[src/bsfb_pkg.sv]
// Shared types, constants and helpers for the byte-stuffed frame builder.
package bsfb_pkg;

  localparam int unsigned DataW         = 8;
  localparam int unsigned MaxPayloadDef = 30;
  localparam int unsigned CfgIdxW       = 2;

  localparam logic [DataW-1:0] HeaderRst = 8'd237;
  localparam logic [DataW-1:0] FooterRst = 8'd238;
  localparam logic [DataW-1:0] EscapeRst = 8'd233;

  // register indexes on the config port
  localparam logic [CfgIdxW-1:0] CFG_HEADER = 2'd0;
  localparam logic [CfgIdxW-1:0] CFG_FOOTER = 2'd1;
  localparam logic [CfgIdxW-1:0] CFG_ESCAPE = 2'd2;

  // which source feeds the output register
  typedef enum logic [2:0] {
    OSEL_HDR,
    OSEL_LEN,
    OSEL_ESC,
    OSEL_PAY,
    OSEL_CHK,
    OSEL_FTR
  } osel_e;

  typedef struct packed {
    logic  in_ready;
    logic  load;
    osel_e osel;
    logic  ptr_clr;
    logic  ptr_inc;
    logic  msg_clr;
  } cmd_t;

  typedef struct packed {
    logic take_final;
    logic out_free;
    logic ptr_at_end;
    logic cur_special;
  } status_t;

  function automatic logic is_special(input logic [DataW-1:0] b,
                                      input logic [DataW-1:0] hdr,
                                      input logic [DataW-1:0] ftr,
                                      input logic [DataW-1:0] esc);
    return (b == hdr) || (b == ftr) || (b == esc);
  endfunction

endpackage

[src/bsfb_intf.sv]
// Handshake channel interfaces for payload items and frame items.
interface bsfb_in_if;
  logic                          valid;
  logic                          ready;
  logic [bsfb_pkg::DataW-1:0]    payload_byte;
  logic                          final_byte;

  modport source (output valid, output payload_byte, output final_byte, input ready);
  modport sink   (input valid, input payload_byte, input final_byte, output ready);
endinterface

interface bsfb_out_if;
  logic                          valid;
  logic                          ready;
  logic [bsfb_pkg::DataW-1:0]    frame_byte;
  logic                          frame_end;
  logic                          overflowed;

  modport source (output valid, output frame_byte, output frame_end, output overflowed,
                  input ready);
  modport sink   (input valid, input frame_byte, input frame_end, input overflowed,
                  output ready);
endinterface

[src/bsfb_ctrl.sv]
// Frame sequencer: walks header, length, escaped payload, checksum, footer.
module bsfb_ctrl (
  input  logic              clk_i,
  input  logic              rst_ni,
  input  bsfb_pkg::status_t st_i,
  output bsfb_pkg::cmd_t    cmd_o
);

  typedef enum logic [2:0] {
    S_IDLE,
    S_HDR,
    S_LEN,
    S_PAY,
    S_CHK,
    S_FTR
  } state_e;

  state_e state_q, state_d;
  logic   esc_sent_q, esc_sent_d;

  always_comb begin
    cmd_o          = '0;
    cmd_o.osel     = bsfb_pkg::OSEL_HDR;
    cmd_o.in_ready = (state_q == S_IDLE);
    state_d        = state_q;
    esc_sent_d     = esc_sent_q;
    unique case (state_q)
      S_IDLE: begin
        if (st_i.take_final) state_d = S_HDR;
      end
      S_HDR: begin
        if (st_i.out_free) begin
          cmd_o.load = 1'b1;
          cmd_o.osel = bsfb_pkg::OSEL_HDR;
          state_d    = S_LEN;
        end
      end
      S_LEN: begin
        if (st_i.out_free) begin
          cmd_o.load    = 1'b1;
          cmd_o.osel    = bsfb_pkg::OSEL_LEN;
          cmd_o.ptr_clr = 1'b1;
          esc_sent_d    = 1'b0;
          state_d       = S_PAY;
        end
      end
      S_PAY: begin
        if (st_i.ptr_at_end) begin
          state_d = S_CHK;
        end else if (st_i.out_free) begin
          cmd_o.load = 1'b1;
          if (st_i.cur_special && !esc_sent_q) begin
            cmd_o.osel = bsfb_pkg::OSEL_ESC;
            esc_sent_d = 1'b1;
          end else begin
            cmd_o.osel    = bsfb_pkg::OSEL_PAY;
            cmd_o.ptr_inc = 1'b1;
            esc_sent_d    = 1'b0;
          end
        end
      end
      S_CHK: begin
        if (st_i.out_free) begin
          cmd_o.load = 1'b1;
          cmd_o.osel = bsfb_pkg::OSEL_CHK;
          state_d    = S_FTR;
        end
      end
      S_FTR: begin
        if (st_i.out_free) begin
          cmd_o.load    = 1'b1;
          cmd_o.osel    = bsfb_pkg::OSEL_FTR;
          cmd_o.msg_clr = 1'b1;
          state_d       = S_IDLE;
        end
      end
      default: state_d = S_IDLE;
    endcase
  end

  always_ff @(posedge clk_i or negedge rst_ni) begin
    if (!rst_ni) begin
      state_q    <= S_IDLE;
      esc_sent_q <= 1'b0;
    end else begin
      state_q    <= state_d;
      esc_sent_q <= esc_sent_d;
    end
  end

endmodule

[src/bsfb_datapath.sv]
// Config registers, payload store, counters, checksum and output register.
module bsfb_datapath #(
  parameter int unsigned MaxPayload = bsfb_pkg::MaxPayloadDef
) (
  input  logic                          clk_i,
  input  logic                          rst_ni,
  input  logic                          cfg_we_i,
  input  logic [bsfb_pkg::CfgIdxW-1:0]  cfg_idx_i,
  input  logic [bsfb_pkg::DataW-1:0]    cfg_data_i,
  input  bsfb_pkg::cmd_t                cmd_i,
  output bsfb_pkg::status_t             st_o,
  bsfb_in_if.sink                       in_ch_i,
  bsfb_out_if.source                    out_ch_o
);

  localparam int unsigned CntW = $clog2(MaxPayload + 1);
  localparam int unsigned IdxW = (MaxPayload > 1) ? $clog2(MaxPayload) : 1;
  localparam logic [CntW-1:0] CntMax = CntW'(MaxPayload);

  logic [bsfb_pkg::DataW-1:0] hdr_q, ftr_q, esc_q;
  logic [bsfb_pkg::DataW-1:0] store_q [MaxPayload];
  logic [CntW-1:0]            cnt_q, esc_cnt_q, ptr_q;
  logic [bsfb_pkg::DataW-1:0] sum_q;
  logic                       ovf_q;

  logic                       out_valid_q;
  logic [bsfb_pkg::DataW-1:0] out_byte_q;
  logic                       out_end_q, out_ovf_q;

  logic                       in_fire, in_special, room;
  logic [bsfb_pkg::DataW-1:0] rd_byte, out_byte_d, sum_add;

  assign in_ch_i.ready = cmd_i.in_ready;
  assign in_fire       = in_ch_i.valid && cmd_i.in_ready;
  assign room          = (cnt_q != CntMax);
  assign in_special    = bsfb_pkg::is_special(in_ch_i.payload_byte, hdr_q, ftr_q, esc_q);
  assign sum_add       = in_special ? esc_q : '0;
  assign rd_byte       = store_q[ptr_q[IdxW-1:0]];

  assign st_o.take_final  = in_fire && in_ch_i.final_byte;
  assign st_o.out_free    = !out_valid_q || out_ch_o.ready;
  assign st_o.ptr_at_end  = (ptr_q == cnt_q);
  assign st_o.cur_special = bsfb_pkg::is_special(rd_byte, hdr_q, ftr_q, esc_q);

  always_comb begin
    case (cmd_i.osel)
      bsfb_pkg::OSEL_HDR: out_byte_d = hdr_q;
      bsfb_pkg::OSEL_LEN: out_byte_d = bsfb_pkg::DataW'(cnt_q) + bsfb_pkg::DataW'(esc_cnt_q);
      bsfb_pkg::OSEL_ESC: out_byte_d = esc_q;
      bsfb_pkg::OSEL_PAY: out_byte_d = rd_byte;
      bsfb_pkg::OSEL_CHK: out_byte_d = sum_q;
      bsfb_pkg::OSEL_FTR: out_byte_d = ftr_q;
      default:            out_byte_d = ftr_q;
    endcase
  end

  // config registers
  always_ff @(posedge clk_i or negedge rst_ni) begin
    if (!rst_ni) begin
      hdr_q <= bsfb_pkg::HeaderRst;
      ftr_q <= bsfb_pkg::FooterRst;
      esc_q <= bsfb_pkg::EscapeRst;
    end else if (cfg_we_i) begin
      unique case (cfg_idx_i)
        bsfb_pkg::CFG_HEADER: hdr_q <= cfg_data_i;
        bsfb_pkg::CFG_FOOTER: ftr_q <= cfg_data_i;
        bsfb_pkg::CFG_ESCAPE: esc_q <= cfg_data_i;
        default: ;
      endcase
    end
  end

  // message state
  always_ff @(posedge clk_i or negedge rst_ni) begin
    if (!rst_ni) begin
      cnt_q     <= '0;
      esc_cnt_q <= '0;
      sum_q     <= '0;
      ovf_q     <= 1'b0;
      ptr_q     <= '0;
    end else begin
      if (cmd_i.msg_clr) begin
        cnt_q     <= '0;
        esc_cnt_q <= '0;
        sum_q     <= '0;
        ovf_q     <= 1'b0;
      end else if (in_fire) begin
        if (room) begin
          cnt_q <= cnt_q + 1'b1;
          if (in_special) esc_cnt_q <= esc_cnt_q + 1'b1;
          sum_q <= sum_q + sum_add + in_ch_i.payload_byte;
        end else begin
          ovf_q <= 1'b1;
        end
      end
      if (cmd_i.ptr_clr) ptr_q <= '0;
      else if (cmd_i.ptr_inc) ptr_q <= ptr_q + 1'b1;
    end
  end

  // payload store, no reset
  always_ff @(posedge clk_i) begin
    if (in_fire && room) store_q[cnt_q[IdxW-1:0]] <= in_ch_i.payload_byte;
  end

  // output register
  always_ff @(posedge clk_i or negedge rst_ni) begin
    if (!rst_ni) begin
      out_valid_q <= 1'b0;
    end else if (cmd_i.load) begin
      out_valid_q <= 1'b1;
    end else if (out_ch_o.ready) begin
      out_valid_q <= 1'b0;
    end
  end

  always_ff @(posedge clk_i) begin
    if (cmd_i.load) begin
      out_byte_q <= out_byte_d;
      out_end_q  <= (cmd_i.osel == bsfb_pkg::OSEL_FTR);
      out_ovf_q  <= ovf_q;
    end
  end

  assign out_ch_o.valid      = out_valid_q;
  assign out_ch_o.frame_byte = out_byte_q;
  assign out_ch_o.frame_end  = out_end_q;
  assign out_ch_o.overflowed = out_ovf_q;

endmodule

[src/byte_stuffed_frame_builder_top.sv]
// Top level of the byte-stuffed frame builder: sequencer plus datapath.
//
// Payload bytes come in as items on in_ch_i; each is stored (up to MaxPayload
// bytes) while the escaped length and an 8-bit additive checksum over the
// escaped stream are kept up to date. Non-final items are taken while idle,
// and such items may arrive back to back. The item marked final_byte closes
// the message: ready drops and the block sends header, escaped length,
// escaped payload (escape byte ahead of any header/footer/escape value),
// checksum and footer through a single output register, one item per cycle
// while the sink does not stall, with a pause before the header and another
// after the last payload byte; ready comes back the cycle after the footer is
// loaded. The footer has frame_end set; overflowed is set on every byte of a
// frame that lost bytes past capacity. The escape test on emission uses the
// register values at that time. Config registers (0 header, 1 footer,
// 2 escape) are written with cfg_we_i; other indexes are ignored.
module byte_stuffed_frame_builder_top #(
  parameter int unsigned MaxPayload = bsfb_pkg::MaxPayloadDef
) (
  input  logic                          clk_i,
  input  logic                          rst_ni,
  input  logic                          cfg_we_i,
  input  logic [bsfb_pkg::CfgIdxW-1:0]  cfg_idx_i,
  input  logic [bsfb_pkg::DataW-1:0]    cfg_data_i,
  bsfb_in_if.sink                       in_ch_i,
  bsfb_out_if.source                    out_ch_o
);

  bsfb_pkg::cmd_t    cmd;
  bsfb_pkg::status_t st;

  bsfb_ctrl u_ctrl (
    .clk_i  (clk_i),
    .rst_ni (rst_ni),
    .st_i   (st),
    .cmd_o  (cmd)
  );

  bsfb_datapath #(
    .MaxPayload (MaxPayload)
  ) u_datapath (
    .clk_i      (clk_i),
    .rst_ni     (rst_ni),
    .cfg_we_i   (cfg_we_i),
    .cfg_idx_i  (cfg_idx_i),
    .cfg_data_i (cfg_data_i),
    .cmd_i      (cmd),
    .st_o       (st),
    .in_ch_i    (in_ch_i),
    .out_ch_o   (out_ch_o)
  );

  // output register is only loaded when it is empty or being drained
  a_load_free: assert property (@(posedge clk_i) disable iff (!rst_ni)
    cmd.load |-> st.out_free)
    else $error("output register overwritten while holding an item");

  // message state clears exactly with the footer load
  a_clr_footer: assert property (@(posedge clk_i) disable iff (!rst_ni)
    cmd.msg_clr |-> (cmd.load && cmd.osel == bsfb_pkg::OSEL_FTR))
    else $error("message state cleared outside footer load");

  // read pointer advances only when a payload byte is sent
  a_ptr_step: assert property (@(posedge clk_i) disable iff (!rst_ni)
    cmd.ptr_inc |-> (cmd.load && cmd.osel == bsfb_pkg::OSEL_PAY && !st.ptr_at_end))
    else $error("payload pointer advanced without a payload byte");

  // no input is taken while a frame is being sent
  a_no_take_busy: assert property (@(posedge clk_i) disable iff (!rst_ni)
    cmd.load |-> !in_ch_i.ready)
    else $error("input ready during frame emission");

endmodule

[src/flat_wrapper.sv]
// flat-port wrapper written by rule: the top's interface ports become plain ports
module byte_stuffed_frame_builder_top_flat 
#(
  parameter int unsigned MaxPayload = bsfb_pkg::MaxPayloadDef
)
  (clk_i, rst_ni, cfg_we_i, cfg_idx_i, cfg_data_i, in_ch_i_valid, in_ch_i_payload_byte, in_ch_i_final_byte, in_ch_i_ready, out_ch_o_valid, out_ch_o_frame_byte, out_ch_o_frame_end, out_ch_o_overflowed, out_ch_o_ready);
  bsfb_in_if in_ch_i_i ();
  bsfb_out_if out_ch_o_i ();
  input  logic clk_i;
  input  logic rst_ni;
  input  logic cfg_we_i;
  input  logic [bsfb_pkg::CfgIdxW-1:0] cfg_idx_i;
  input  logic [bsfb_pkg::DataW-1:0] cfg_data_i;
  input wire logic [$bits(in_ch_i_i.valid)-1:0] in_ch_i_valid;
  input wire logic [$bits(in_ch_i_i.payload_byte)-1:0] in_ch_i_payload_byte;
  input wire logic [$bits(in_ch_i_i.final_byte)-1:0] in_ch_i_final_byte;
  output wire logic [$bits(in_ch_i_i.ready)-1:0] in_ch_i_ready;
  output wire logic [$bits(out_ch_o_i.valid)-1:0] out_ch_o_valid;
  output wire logic [$bits(out_ch_o_i.frame_byte)-1:0] out_ch_o_frame_byte;
  output wire logic [$bits(out_ch_o_i.frame_end)-1:0] out_ch_o_frame_end;
  output wire logic [$bits(out_ch_o_i.overflowed)-1:0] out_ch_o_overflowed;
  input wire logic [$bits(out_ch_o_i.ready)-1:0] out_ch_o_ready;
  assign in_ch_i_i.valid = in_ch_i_valid;
  assign in_ch_i_i.payload_byte = in_ch_i_payload_byte;
  assign in_ch_i_i.final_byte = in_ch_i_final_byte;
  assign in_ch_i_ready = in_ch_i_i.ready;
  assign out_ch_o_valid = out_ch_o_i.valid;
  assign out_ch_o_frame_byte = out_ch_o_i.frame_byte;
  assign out_ch_o_frame_end = out_ch_o_i.frame_end;
  assign out_ch_o_overflowed = out_ch_o_i.overflowed;
  assign out_ch_o_i.ready = out_ch_o_ready;
  byte_stuffed_frame_builder_top #(.MaxPayload(MaxPayload)) u_core (.clk_i(clk_i), .rst_ni(rst_ni), .cfg_we_i(cfg_we_i), .cfg_idx_i(cfg_idx_i), .cfg_data_i(cfg_data_i), .in_ch_i(in_ch_i_i), .out_ch_o(out_ch_o_i));
endmodule
[config.mk]
export PLATFORM = sky130hd
export DESIGN_NAME = byte_stuffed_frame_builder_top_flat
export DESIGN_NICKNAME = d
export VERILOG_FILES = /design/src/bsfb_pkg.sv /design/src/bsfb_intf.sv /design/src/bsfb_ctrl.sv /design/src/bsfb_datapath.sv /design/src/byte_stuffed_frame_builder_top.sv /design/src/flat_wrapper.sv
export SDC_FILE = /design/constraint.sdc
export NUM_CORES = 1
export LEC_CHECK = 0
export BUFFER_PORTS_ARGS = -buffer_cell sky130_fd_sc_hd__buf_2
export CAP_MARGIN = 20
export CORE_ASPECT_RATIO = 1.5
export CORE_MARGIN = 2
export CORE_UTILIZATION = 60
export CTS_CLUSTER_SIZE = 28
export DETAILED_ROUTE_END_ITERATION = 16
export PLACE_DENSITY = 0.77
export SLEW_MARGIN = 20
export SYNTH_ARGS = -nofsm -noshare
export SYNTH_HDL_FRONTEND = slang
export SYNTH_SLANG_ARGS = --single-unit
[constraint.sdc]
create_clock -name clk_i -period 4.7 [get_ports clk_i]
set_input_delay 1.175 -clock clk_i [delete_from_list [all_inputs] [get_ports clk_i]]
set_output_delay 1.175 -clock clk_i [all_outputs]
set_load 0.01 [all_outputs]
# Word level (Yosys, flattened, before mapping)
# Memories as Yosys holds them, arrays and structs flattened.
# Index checks and enable logic that the tools add are counted.
dict set report word_totals {
  mem_bits_ro 0
  regBits 63
  ram_bits 240
  latchBits 0
  n_memories 1
}
# name depth word_bits read_ports rd_clocked_by_memory_dff wr line_no
set mem_list {}
lappend mem_list {u_core.u_datapath.store_q 30 8 1 0 1 bsfb_datapath.sv:21} ;# logic [bsfb_pkg::DataW-1:0] store_q [MaxPayload];
dict set report classes {
  magnitude_cmp 0
  n_addsub 6
  n_reduce_logical 28
  multipliers 0
  n_shift 0
  n_eq_ne 29
  n_div 0
  muxes 48
  bitwise_logic 0
}
# operator count
set ops {}
lappend ops {{$mux W5} 10}
lappend ops {{$eq A8 B8 Y1} 6}
lappend ops {{$pmux W8 S5} 1}
lappend ops {{$mux W8} 4}
lappend ops {{$mux W4} 5}
lappend ops {{$pmux W4 S5} 1}
lappend ops {{$mux W1} 19}
lappend ops {{$mux W3} 6}
lappend ops {{$pmux W3 S6} 1}
lappend ops {{$add A8 B8 Y8} 2}
lappend ops {{$ne A2 B1 Y1 const B} 8}
lappend ops {{$add A5 B1 Y5 const B} 3}
lappend ops {{$eq A3 B2 Y1 const B} 4}
lappend ops {{$eq A3 B3 Y1 const B} 4}
lappend ops {{$reduce_bool A2 Y1} 6}
lappend ops {{$reduce_and A2 Y1} 5}
lappend ops {{$add A5 B5 Y6} 1}
lappend ops {{$eq A3 B1 Y1 const B} 2}
lappend ops {{$logic_not A3 Y1} 2}
lappend ops {{$reduce_and A6 Y1} 1}
lappend ops {{$eq A5 B5 Y1} 1}
lappend ops {{$logic_or A1 B1 Y1} 5}
lappend ops {{$ne A5 B5 Y1 const B} 1}
lappend ops {{$logic_and A1 B1 Y1} 4}
lappend ops {{other kinds (8)} 9}

# Longest topological paths before layout
# An unclocked memory read counts as a cell.
dict set report logic_depth {
  depth_word 11
  mapped_depth 17
  ltp_nobuf 16
}

# By module
# Synthesis repeated with hierarchy kept, for this count alone.
dict set report hier_totals {
  cells_unflattened 912
  area_unflattened_um2 13800.7
}
# module instances area_each_um2 seq_area_each_um2 cells_each
set by_module_without_submodules {}
lappend by_module_without_submodules {bsfb_datapath 1 13511.7 8754.6 876}
lappend by_module_without_submodules {bsfb_ctrl 1 289.0 100.1 36}

# Least setup slack after synthesis
# OpenSTA, ideal clock, no wires.
dict set report synth_path {
  path_kind {input -> register}
  from {in in_ch_i_payload_byte[7]}
  to {reg u_core.u_datapath.sum_q[7] in the netlist's numbering}
  setup_time_ns 0.121
  path_slack_ns 0.456
  required_time_ns 4.579
  cell_stages 16
  arrival_ns 4.123
  cell_sequence {clkbuf_1 xor2_1 nor4_1 a21oi_1 o21ai_1 nand2_1 fa_1 inv_1 ha_1 fa_1 a21o_1 a21oi_1 o21bai_1 a21oi_1 xnor2_1 a22o_1}
}
dict set report synth_via {
  elab_chain_cells 9
}
# item line_no
set synth_lines {}
lappend synth_lines {{start, declared} flat_wrapper.sv:15} ;# input wire logic [$bits(in_ch_i_i.payload_byte)-1:0] in_ch_i_payload_byte;
lappend synth_lines {{$eq A8 B8 Y1} bsfb_pkg.sv:47} ;# return (b == hdr) || (b == ftr) || (b == esc);
lappend synth_lines {{$logic_or A1 B1 Y1 (2 in a row)} bsfb_pkg.sv:47}
lappend synth_lines {{$mux W8} bsfb_datapath.sv:37} ;# assign sum_add = in_special ? esc_q : '0;
lappend synth_lines {{$add A8 B8 Y8} bsfb_datapath.sv:91} ;# sum_q <= sum_q + sum_add + in_ch_i.payload_byte;
lappend synth_lines {{$add A8 B8 Y8 (*)} bsfb_datapath.sv:91}
lappend synth_lines {{$mux W8 (*)} bsfb_datapath.sv:88} ;# if (room) begin
lappend synth_lines {{$mux W8 (*)} bsfb_datapath.sv:87} ;# end else if (in_fire) begin
lappend synth_lines {{$mux W8 (*)} bsfb_datapath.sv:82} ;# if (cmd_i.msg_clr) begin
lappend synth_lines {{end signal, assigned} bsfb_datapath.sv:91}
lappend synth_lines {{end, declared} bsfb_datapath.sv:23} ;# logic [bsfb_pkg::DataW-1:0] sum_q;
# Mark *: on every way between the ends. The rest lies on a longest branch, timed or not. The select of a mux whose other input is x is not followed.
# A chain may end at the register's enable or synchronous reset.

# Final worst setup path
dict set report layout_path {
  from {reg u_core.u_datapath.ptr_q[0]}
  to {reg u_core.u_datapath.out_byte_q, in the netlist u_core.u_datapath.out_ch_o.frame_byte[5], data pin}
}
dict set report layout_via {
  elab_chain_cells 11
}
# item line_no
set layout_lines {}
lappend layout_lines {{start, declared} bsfb_datapath.sv:22} ;# logic [CntW-1:0] cnt_q, esc_cnt_q, ptr_q;
lappend layout_lines {{start signal, assigned} bsfb_datapath.sv:97} ;# else if (cmd_i.ptr_inc) ptr_q <= ptr_q + 1'b1;
lappend layout_lines {{$mem_v2 Z30 W8} n/a}
lappend layout_lines {{$eq A8 B8 Y1} bsfb_pkg.sv:47}
lappend layout_lines {{$logic_or A1 B1 Y1 (2 in a row)} bsfb_pkg.sv:47}
lappend layout_lines {{$logic_and A1 B1 Y1} bsfb_ctrl.sv:52} ;# if (st_i.cur_special && !esc_sent_q) begin
lappend layout_lines {{$mux W1} bsfb_ctrl.sv:52}
lappend layout_lines {{$mux W4} bsfb_ctrl.sv:50} ;# end else if (st_i.out_free) begin
lappend layout_lines {{$mux W4} bsfb_ctrl.sv:48} ;# if (st_i.ptr_at_end) begin
lappend layout_lines {{$pmux W4 S5} bsfb_ctrl.sv:27} ;# unique case (state_q)
lappend layout_lines {{$eq A3 B3 Y1 (tied with other cells)} bsfb_datapath.sv:46} ;# case (cmd_i.osel)
lappend layout_lines {{$pmux W8 S5 (*)} bsfb_datapath.sv:46}
lappend layout_lines {{named net u_core.u_datapath.out_byte_d, one bit} bsfb_datapath.sv:31} ;# logic [bsfb_pkg::DataW-1:0] rd_byte, out_byte_d, sum_add;
lappend layout_lines {{end signal, assigned} bsfb_datapath.sv:119} ;# out_byte_q <= out_byte_d;
lappend layout_lines {{end, declared} bsfb_datapath.sv:27} ;# logic [bsfb_pkg::DataW-1:0] out_byte_q;
# Mark *: on every way through the listed nets, which the timed path passes. The rest lies on a longest branch.

==> summary.md <==
| Metric | Value |
|---|---|
| Status | completed |
| Post-synthesis mux area share | 12.3% |
| Relative max-transition margin | 37.2% |
| FP Rows | 67 |
| Synth Area in Compound Gates | 6.82% |
| FF-to-FF End | u_core.u_datapath.out_ch_o.frame_byte[5]$_DFFE_PP_ |
| Synth unique cells | 62 |
| Setup TNS | 0 ns |
| Ys flop type | edfxtp_1 |
| Pre-antenna DRT Iters | 6 |
| Power Dens Cells | 520 mW/mm2 |
| Switching pwr | 2.50 mW |
| Die area | 0.0240 mm2 |
| Placed Cells | 1182 |
| Dpl ws | 0.290 ns |
| LEAKAGE | 5.22 nW |
| Max-capacitance violation count | 0 |
| Antenna violations before repair | 0 |
| Antenna fix cells | 0 |
| Total grt overflow | 0 |
| Global-route wire length before repair | 49.9 mm |
| Count leader, synth | edfxtp_1 |
| IO buf count | 35 |
| Final worst-path cycle share | 89.4% |
| Number of synthesized register bits | 303 |
| GRT Overall Usage | 28.5% |
| Worst EP required | 5.04 ns |
| Synth Area in Simple Gates | 5.98% |
| CP startpoint | u_core.u_datapath.ptr_q[0]$_DFFE_PN0P_ |
| Final Net Count | 985 |
| Chip width | 127 um |
| Vias in the first global route | 8253 |
| H-tree depth | 1 |
| Critical path launch point type | flip-flop |
| Upper clock frequency limit | 238 MHz |
| CTS tree | yes |
| Slew Limit Fails | 0 |
| Main combinational cell family by area after synthesis | multiplexers |
| RSZ-0062 raised after global routing | no |
| Post-DP Area | 0.0142 mm2 |
| # resized after CTS | 0 |
| Synth cell count leaders | edfxtp_1, mux2i_1, nor2_1, xnor2_1, dfrtp_1 |
| Hold Fails Final Rpt | 0 |
| Share of flip-flops with an asynchronous set or reset | 17.5% |
| Register area | 0.00886 mm2 |
| Endpoints failing setup | 0 |
| Cell Int Power | 5.31 mW |
| Hpwl dp | 23.2 mm |
| Total CTS buffers | 26 |
| Final core utilization | 67.4% |
| Adder-Cell Fraction of Synth Area | 2.88% |
| Largest cells by area after synthesis | edfxtp_1, dfrtp_1, mux4_2, mux2i_1, dfstp_2 |
| Worst Setup Path Type | reg -> reg |
| Post-CTS Hold Buffers | 0 |
| Vias per Instance | 6.46 |
| Clk slew on worst S/H paths | 0.07 ns |
| Max FO, Critical Path | 44 |
| Layout cells sized above 1 | 22.3% |
| Area occupied by multi-input gates | 0.00444 mm2 |
| GP Congestion | 0.965 |
| Synthesized net count | 919 |
| Vert. Die Dim | 189 um |
| Synth Instances | 869 |
| CP endpoint | u_core.u_datapath.out_ch_o.frame_byte[5]$_DFFE_PP_ |
| Setup ws final | 0.500 ns |
| Mean Syn Cell Area | 15.7 um2 |
| Sequential area share after synthesis | 65.0% |
| Min cycle time layout | 4.20 ns |
| Switch share | 32.0% |
| Initial Utilization | 61.1% |
| Yosys top cell area share | 55.1% |
| Yosys synthesis warning count | 0 |
| Max VDD drop | 0.000424 V |
| Netlist Area Pre-Place | 0.0136 mm2 |
| Worst hold margin | 0.473 ns |
| DRT iter0 DRCs | 830 |
| Total Power | 7.81 mW |
| Via Count | 7956 |
| Cell area after layout | 0.0150 mm2 |
| Clock share of power | 26.6% |
| Critical R2R Launch | u_core.u_datapath.ptr_q[0]$_DFFE_PN0P_ |
| Final antenna-violating net count | 0 |
| DR DRC count | 0 |
| DRT Wirelength | 32.8 mm |
| Clk_lat worst skew | 0.54 ns |
| Post-CTS Setup Bufs | 0 |
| Post-Layout Cell Count | 1231 |
| HP Class | reg -> reg |
| Root Driver | clkbuf_16 |
| Largest net degree at the start of global routing | 45 |
| Logic pwr share | 27.6% |
| Sequential share of power | 45.7% |
| Synth-to-Final Area Change | 10.3% |
| # fillers | 1495 |
| HP Start | u_core.u_datapath.ovf_q$_DFFE_PN0P_ |
| I/O pins | 36 |
| Arrival time worst endpoint | 4.54 ns |
| Worst Skew | 0.00940 ns |
| Clk sinks | 303 |
| Core Area | 0.0223 mm2 |
| Actual slew at the worst max-slew pin | 0.939 ns |
| Area leader, netlist | edfxtp_1 |
| Post-synthesis xor/xnor area fraction | 4.62% |
| Wire length per cell | 26.7 um |
| R2r worst-path depth | 10 |
| R2R setup slack | 0.50 ns |
| Critical Path End Type | flip-flop |
| CTS Buffer Depth | 3 |
| Number of synthesized flops with an enable pin | 250 |
final cells by class:
type                       instances  share of cell area [%]
clock buffer                      31                    4.45
clock inverter                    17                    1.02
inverter                          19                   0.475
multi-input combinational        509                    29.6
sequential                       303                    59.0
tap                              276                    2.30
timing repair buffer              76                    3.21
sequential cells by signal (all words and copies together), names as in the netlist:
register / count
u_core.u_datapath.out_ch_o.frame_byte: 8
u_core.u_datapath.store_q: 240
u_core.u_datapath.out_ch_o.frame_end: 1
u_core.u_datapath.esc_q: 8
u_core.u_datapath.out_ch_o.overflowed: 1
u_core.u_datapath.esc_cnt_q: 5
u_core.u_datapath.ovf_q: 1
u_core.u_ctrl.state_q: 3
u_core.u_datapath.ptr_q: 5
u_core.u_datapath.ftr_q: 8
u_core.u_datapath.hdr_q: 8
u_core.u_datapath.sum_q: 8
u_core.u_datapath.cnt_q: 5
u_core.u_datapath.out_ch_o.valid: 1
u_core.u_ctrl.esc_sent_q: 1
worst min path at each step:
stage / to / slack [ns] / depth (start not counted)
6_report: u_core.u_datapath.out_ch_o.overflowed$_DFFE_PP_ / 0.47 / 0
5_1_grt: u_core.u_datapath.esc_cnt_q[1]$_DFFE_PN0P_ / 0.49 / 1
4_1_cts: u_core.u_datapath.cnt_q[0]$_DFFE_PN0P_ / 0.47 / 1
3_5_place_dp: u_core.u_datapath.out_ch_o.overflowed$_DFFE_PP_ / 0.44 / 0
3_3_place_gp: u_core.u_datapath.out_ch_o.overflowed$_DFFE_PP_ / 0.45 / 0
2_1_floorplan: u_core.u_datapath.out_ch_o.overflowed$_DFFE_PP_ / 0.43 / 0
cell usage in the layout (no fill, tap or decap), drive strengths merged, types with 4 or more instances in the layout:
cell	synthesis	routed
edfxtp	250	250
buf	24	76
mux2i	59	59
nor2	57	57
xnor2	43	43
dfrtp	36	36
mux4	35	35
o21ai	33	33
clkbuf	14	31
xor2	28	28
nand2	28	28
mux2	26	26
a21oi	23	23
o22ai	21	21
inv	19	20
ha	17	17
dfstp	17	17
a22oi	11	11
clkinv	0	11
nand3	10	10
nor3	10	10
nand3b	9	9
nand4	9	9
a22o	9	9
fa	9	9
a21o	7	7
and2	7	7
a211oi	7	7
a31oi	6	6
or3	5	5
a221oi	5	5
nand2b	4	4
o221ai	4	4
nor2b	4	4
nor4	4	4
logic make-up (layout without fill, tap and decap cells):
group / count (synthesis) / after routing
DFF: 303 / 303
and+or+nand+nor: 159 / 159
xor gates and xnor gates: 71 / 71
adders and majority gates: 26 / 26
buffers and inverters: 57 / 143
AOI/OAI and AO/OA: 133 / 133
muxes: 120 / 120
power by group through the flow:
stage	combinational [mW]	clock, mW	sequential, mW
after floorplan	1.69	0	3.40
after global placement	2.09	0	3.62
after detailed placement	2.12	0	3.62
after CTS	2.14	2.11	3.56
after global routing	2.34	2.20	3.59
final	2.16	2.08	3.57
per-layer routing:
metal	global-route usage (%)	up-vias	share of wire (%)
li1	-	3480	-
met1	34.3	4011	35
met2	50.0	355	53
met3	2.64	110	5.3
met4	16.4	0	6.9
met5	0	-	0
critical path, cell delays in order (launching register included):
cell and delay [ns]:
dfrtp_4 0.97, buf_4 0.33, mux4_2 0.57, a2111oi_4 0.37, nor3_2 0.08, buf_4 0.18, xnor2_1 0.14, nand3_1 0.10
or4_4 0.57, and3_1 0.28, o32ai_1 0.37
Note: power is estimated with default switching activity, not from simulation.
